[src/design/ciou_pkg.sv]
`timescale 1ns / 1ps

package ciou_pkg;

   // Default sizes
   localparam int COORD_BITS_DEFAULT = 16;
   localparam int ATAN_STEPS_DEFAULT = 16;

   // Fixed-point constants
   localparam int FRAC_BITS     = 16;
   localparam int ONE_Q16       = 65536;
   localparam int LOSS_CAP      = 196608;
   localparam int CORDIC_GUARD  = 8;
   localparam int ANGLE_BITS    = 31;
   localparam int ANGLE_QUARTER = 1 << 30;
   localparam int TABLE_LEN     = 24;

   // atan(2^-i), 2^30 = pi/2, truncated
   localparam int ATAN_TABLE [TABLE_LEN] = '{
      536870912, 316933405, 167458907, 85004756, 42667331, 21354465,
      10679838, 5340245, 2670163, 1335086, 667544, 333772,
      166886, 83443, 41721, 20860, 10430, 5215,
      2607, 1303, 651, 325, 162, 81
   };

   typedef struct packed {
      logic [15:0] pred_left;
      logic [15:0] pred_top;
      logic [15:0] pred_right;
      logic [15:0] pred_bottom;
      logic [15:0] gt_left;
      logic [15:0] gt_top;
      logic [15:0] gt_right;
      logic [15:0] gt_bottom;
   } ciou_req_type;

   typedef struct packed {
      logic [16:0] overlap_ratio;
      logic [17:0] box_loss;
   } ciou_rsp_type;

endpackage

[src/design/ciou_div.sv]
`timescale 1ns / 1ps

// Restoring divider, one quotient bit per stage.
// quo = floor(num * 2^FRAC_BITS / den); needs den != 0 and num < den * 2^INT_BITS.
module ciou_div import ciou_pkg::*; #(
   parameter int DW        = 33,
   parameter int INT_BITS  = 1,
   parameter int FRAC_BITS = 16
) (
   input  logic                     clock,
   input  logic                     en,
   input  logic [DW+INT_BITS-1:0]   num,
   input  logic [DW-1:0]            den,
   output logic [INT_BITS+FRAC_BITS-1:0] quo
);

   localparam int Q = INT_BITS + FRAC_BITS;
   localparam int W = DW + Q;

   logic [W-1:0]  r_ff [Q];
   logic [DW-1:0] d_ff [Q];
   logic [Q-1:0]  q_ff [Q];

   for (genvar k = 0; k < Q; k++) begin : g_step
      logic [W-1:0]  r_cur;
      logic [W-1:0]  trial;
      logic [DW-1:0] d_cur;
      logic [Q-1:0]  q_cur;

      if (k == 0) begin : g_first
         assign r_cur = W'(num) << FRAC_BITS;
         assign d_cur = den;
         assign q_cur = '0;
      end else begin : g_next
         assign r_cur = r_ff[k-1];
         assign d_cur = d_ff[k-1];
         assign q_cur = q_ff[k-1];
      end

      assign trial = W'(d_cur) << (Q - 1 - k);

      always_ff @(posedge clock) begin
         if (en) begin
            d_ff[k] <= d_cur;
            if (r_cur >= trial) begin
               r_ff[k] <= r_cur - trial;
               q_ff[k] <= q_cur | (Q'(1) << (Q - 1 - k));
            end else begin
               r_ff[k] <= r_cur;
               q_ff[k] <= q_cur;
            end
         end
      end
   end

   assign quo = q_ff[Q-1];

endmodule

[config.mk]
export PLATFORM = sky130hd
export DESIGN_NAME = ciou_div
export DESIGN_NICKNAME = d
export VERILOG_FILES = /design/src/design/ciou_pkg.sv /design/src/design/ciou_div.sv
export SDC_FILE = /design/constraint.sdc
export NUM_CORES = 2
export LEC_CHECK = 0
export ABC_AREA = 1
export BUFFER_PORTS_ARGS = -buffer_cell sky130_fd_sc_hd__buf_2
export CAP_MARGIN = 20
export CORE_AREA = 10 10 436 438
export CTS_BUF_LIST = sky130_fd_sc_hd__clkbuf_4 sky130_fd_sc_hd__clkbuf_8
export CTS_CLUSTER_DIAMETER = 30
export DETAILED_ROUTE_END_ITERATION = 12
export DIE_AREA = 0 0 446 448
export PLACE_DENSITY = 0.7
export SLEW_MARGIN = 40
export SYNTH_ARGS = -nofsm -noshare
export SYNTH_HDL_FRONTEND = slang
export SYNTH_SLANG_ARGS = --single-unit
[constraint.sdc]
create_clock -name clock -period 3.2 [get_ports clock]
set_clock_uncertainty 0.05 [all_clocks]
set_input_delay 0.16 -clock clock [delete_from_list [all_inputs] [get_ports clock]]
set_output_delay 0.16 -clock clock [all_outputs]
set_load 0.05 [all_outputs]
Yosys cells after proc, flatten, opt, wreduce, memory -nomap -nowiden:

Memory sizes are Yosys's and may differ from the RTL's.
Index checks and enable logic that the tools add are counted.

* mux-type cells: 138
* $add $sub $neg: 17
* bitwise operators: 34
* $lt $le $gt $ge: 17

Operator list (number)
* $mux 50: 17
* $mux 17: 17
* $mux 1: 104
* $ge 50x33->1: 1
* $ge 50x34->1: 1
* $ge 50x35->1: 1
* $ge 50x36->1: 1
* $ge 50x37->1: 1
* $ge 50x38->1: 1
* $ge 50x39->1: 1
* $ge 50x40->1: 1
* $ge 50x41->1: 1
* $ge 50x42->1: 1
* $ge 50x43->1: 1
* $ge 50x44->1: 1
* $ge 50x45->1: 1
* $ge 50x46->1: 1
* $ge 50x47->1: 1
* $ge 50x48->1: 1
* $ge 50x49->1: 1
* $sub 50x33->50: 1
* $sub 50x34->50: 1
* $sub 50x35->50: 1
* $sub 50x36->50: 1
* 14 further kinds: 47

* input port bits: 69
* output and inout bits: 17
* register bits after elaboration: 0
* memories kept: 3
* word-level logic and storage cells: 209
* memory bits (writable): 1700

Memory list
* r_ff: words 17, bits a word 50, rd ports 16, clocked after memory_dff 0, write ports 17, line ciou_div.sv:20 `logic [W-1:0] r_ff [Q];`
* d_ff: words 17, bits a word 33, rd ports 16, clocked after memory_dff 0, write ports 17, line ciou_div.sv:21 `logic [DW-1:0] d_ff [Q];`
* q_ff: words 17, bits a word 17, rd ports 17, clocked after memory_dff 0, write ports 17, line ciou_div.sv:22 `logic [Q-1:0] q_ff [Q];`

Longest topological paths before layout:

An unclocked memory read counts as a cell.

* word-level depth: 6
* depth in mapped cells: 19
* mapped depth without buffers: 17

Worst setup path after synthesis:

No wires, ideal clock.

* kind: in2reg
* start: input en
* end: memory q_ff[15][10] (netlist name) (enable)
* setup time: 446 ps
* cell stages on the path: 3
* arrival: 2366 ps
* slack: 339 ps
* path through: buf_4 -> clkbuf_1 -> clkbuf_1

RTL lines
* from (decl): line ciou_div.sv:11 `input logic en,`
* to (decl): line ciou_div.sv:22

==> results.md <==
* Outcome: complete, no violations
* Slew Limit Fails at 0
* Post-layout min period at 3.114 ns
* Setup slack after layout at between 0.08 and 0.09 ns
* Peak supply drop at between 0.5 and 0.6 mV
* CTS tree: done
* Ys flop type: edfxtp_1
* Hold Vio Cnt, Final at 0
* Vias after detailed routing at roughly 94,000
* Pin count of the biggest net entering global routing at between 100 and 150
* EDFF count, synth at roughly 1,300
* Leakage at 57.12 nW
* Grt ovf at 0
* Total CTS buffers at ~340
* Worst Hold Class: in -> reg
* Fraction of layout cells with a size suffix above 1 at roughly 6.4%
* Cell area after layout at about 110,000 um^2
* Chip Width at between 400 and 500 um
* Setup crit end kind: flip-flop
* Skew-Pair Late Insertion Delay at ~1.1 ns
* Unique masters post-synth at 49
* Ys async rst share at 0%
* Yosys reg bits at approximately 1,300
* Critical Path Fanout Max at 9
* Crit path launch type: flip-flop
* Reg power frac at just under 30%
* Period utilization at 97.32%
* Root buf cell: clkbuf_8
* Clock power share at a little under a quarter
* Reg area at between 40,000 and 50,000 um^2
* Routability cong. at 1.069
* # Max-Cap Violations at 0
* Yosys warns at 0
* Vias in the first global route at 86,380
* Htree depth at 5
* Syn_area_per_cell at roughly 7 um^2
* Antenna violations before repair at 10
* WP data required at between 3 and 4 ns
* Non-Filler Instances at 17,190
* Cell with the most instances after synthesis: nand2_1
* Drt first-iter violations at between 10,000 and 15,000
* Pwr dens at roughly 880 nW/um^2
* Clock tree sinks at 1,345
* Die ar. at around 200,000 um^2
* Fmax at roughly 0.32 GHz
* Post-Synthesis Cells at about 14,000
* Sw Ratio at 45.35%
* Placed cell count at about 16,000
* Power Total at between 0.09 and 0.1 W
* Routed vias/inst at 5.454
* Layout Nets at about 15,000
* IO Pins at 86
* Slew @ Worst Pin at between 0.8 and 0.9 ns
* Setup CP Type: reg -> reg
* Switching pwr at around 0.045 W
* DRT antenna net count at 0
* Mapped Area at ~99,000 um^2
* Setup violations, final at 0
* GRT Total Usage at around a third
* Post-synthesis sequential area ratio at between 40% and 50%
* Wirelength per Cell at 20.51 um
* Top cells by area, synth: edfxtp_1 (41%), nand2_1 (20%), inv_1 (11%)
* Yosys top cell by area: edfxtp_1
* Site Rows at ~160
* Clk buf depth at 4
* Remaining DRCs at 0
* # fillers at ~17,000
* First-pass GRT wire length at between 500 and 600 mm
* Area grow syn2layout at 12.98%
* Post-place setup slack at ~0.12 ns
* Top cells by count, synth: nand2_1 (5,299), inv_1 (2,814), edfxtp_1 (1,345)
* DP Area at 102,600 um^2
* Final setup TNS at 0 ns
* First-pass DRT Iterations at 7
* Syn Nets at about 15,000
* Top cell type's share of synthesized area at between 40% and 50%
* DP Wirelength at ~280 mm
* PortBufs at between 80 and 90
* Core Box Area at 181,700 um^2
* Clk pin slew, worst setup/hold paths at about 0.050 ns
* Slew HR at between 40% and 50%
* Initial Util at 54.43%
* Worst Path Arrival at ~3.8 ns
* Final wirelength at 352.6 mm
* Area occupied by multi-input gates at roughly 47,000 um^2
* Cell-internal power at about 0.054 W
* Die height at ~450 um
* Combinational Power Share at a little under half
[cells in the final DEF (no fill, tap or decap), drive strengths merged]
cell and n:
and3 3, nand2 5343, nor2b 1, o21bai 49, a21oi 526, a21o 5, a31oi 2, dlygate4sd3 161
bufinv 42, fa 16, nor2 1320, o21a 10, nand3 745, nand4 127, nand3b 139, nor3 125
edfxtp 1345, nor3b 4, buf 216, clkinvlp 42, inv 2849, clkinv 121, clkbuf 380, and2 13
nor4 23, a21boi 16, xor2 250, ha 560, o211ai 1, diode 9, o21ai 250, xnor2 91
or2 22
[path summary, 6_finish.rpt]
kind / from / end / depth (start not counted) / slack, ns
worst min-delay path: num[0] / r_ff[0][16] / 4 / 0.10
worst max register to register: d_ff[0][324] / r_ff[10][31] / 11 / 0.09
worst max-delay path: d_ff[0][324] / r_ff[10][31] / 11 / 0.09
worst min register to register: q_ff[15][2] / q_ff[16][2] / 0 / 0.34
[cell type report]
cell class | count | share of cell area, %
well taps | 2385 | 2.671
clock inverters | 219 | 2.115
flip-flops and latches | 1345 | 36.14
diodes | 9 | 0.02016
inverters | 2835 | 9.537
multi-input cells | 9641 | 42.03
clock buffers | 379 | 4.461
repair buffers | 378 | 3.026
[kinds of logic after synthesis]
family | Yosys count | synth area share, %
AND/OR/NAND/NOR | 7865 | 32.34
XOR/XNOR | 341 | 3.020
adder cells (fa/ha/maj) | 576 | 7.408
buffers and inverters | 2964 | 11.70
flip-flops | 1345 | 40.84
AO/OA/AOI/OAI | 859 | 4.691
[metrics by stage]
stage / hold slack, ns / utilization [%]
floorplan: 0.2089 / -
global placement: 0.3110 / 56.47
detailed placement: 0.3158 / 56.48
CTS: 0.0002123 / 61.42
global route: 0.05942 / 61.49
finish: 0.1007 / 61.50
[registers in the layout, summed over array words and instances, names as in the netlist]
signal / count
d_ff: 528
q_ff: 153
r_ff: 664
[power groups by stage]
stage	Sequential (W)	Combinational [W]	Clock [W]
finish	0.0290	0.0467	0.0232
global route	0.0291	0.0515	0.0244
CTS	0.0289	0.0453	0.0235
detailed placement	0.0291	0.0448	0
global placement	0.0291	0.0444	0
floorplan	0.0271	0.0316	0
[critical path, cell delays in order, from the launching register on]
cell and delay (ns):
edfxtp_1 0.60, inv_1 0.10, ha_1 0.37, nand2_1 0.12, nor2_1 0.23, nand2_1 0.16
nor3_1 0.26, nand2_1 0.11, nand2_2 0.30, clkinvlp_4 0.30, nand2_1 0.11, nand2_1 0.12
[metal layers]
metal	up-vias	GRT usage, %	routed length [um]
li1	44760	-	-
met1	43170	48.02	149500
met4	2	13.01	14910
met2	5030	50.93	148600
met5	-	0	16
met3	798	8.200	39510
[what timing repair did]
item,CTS,global route
hold buffers,161,0
gates resized for setup,0,8
endpoints found under the setup margin,0,62
hold endpoints to repair,399,0
setup buffers,0,7
No activity file was read; power rests on OpenSTA's default activity.
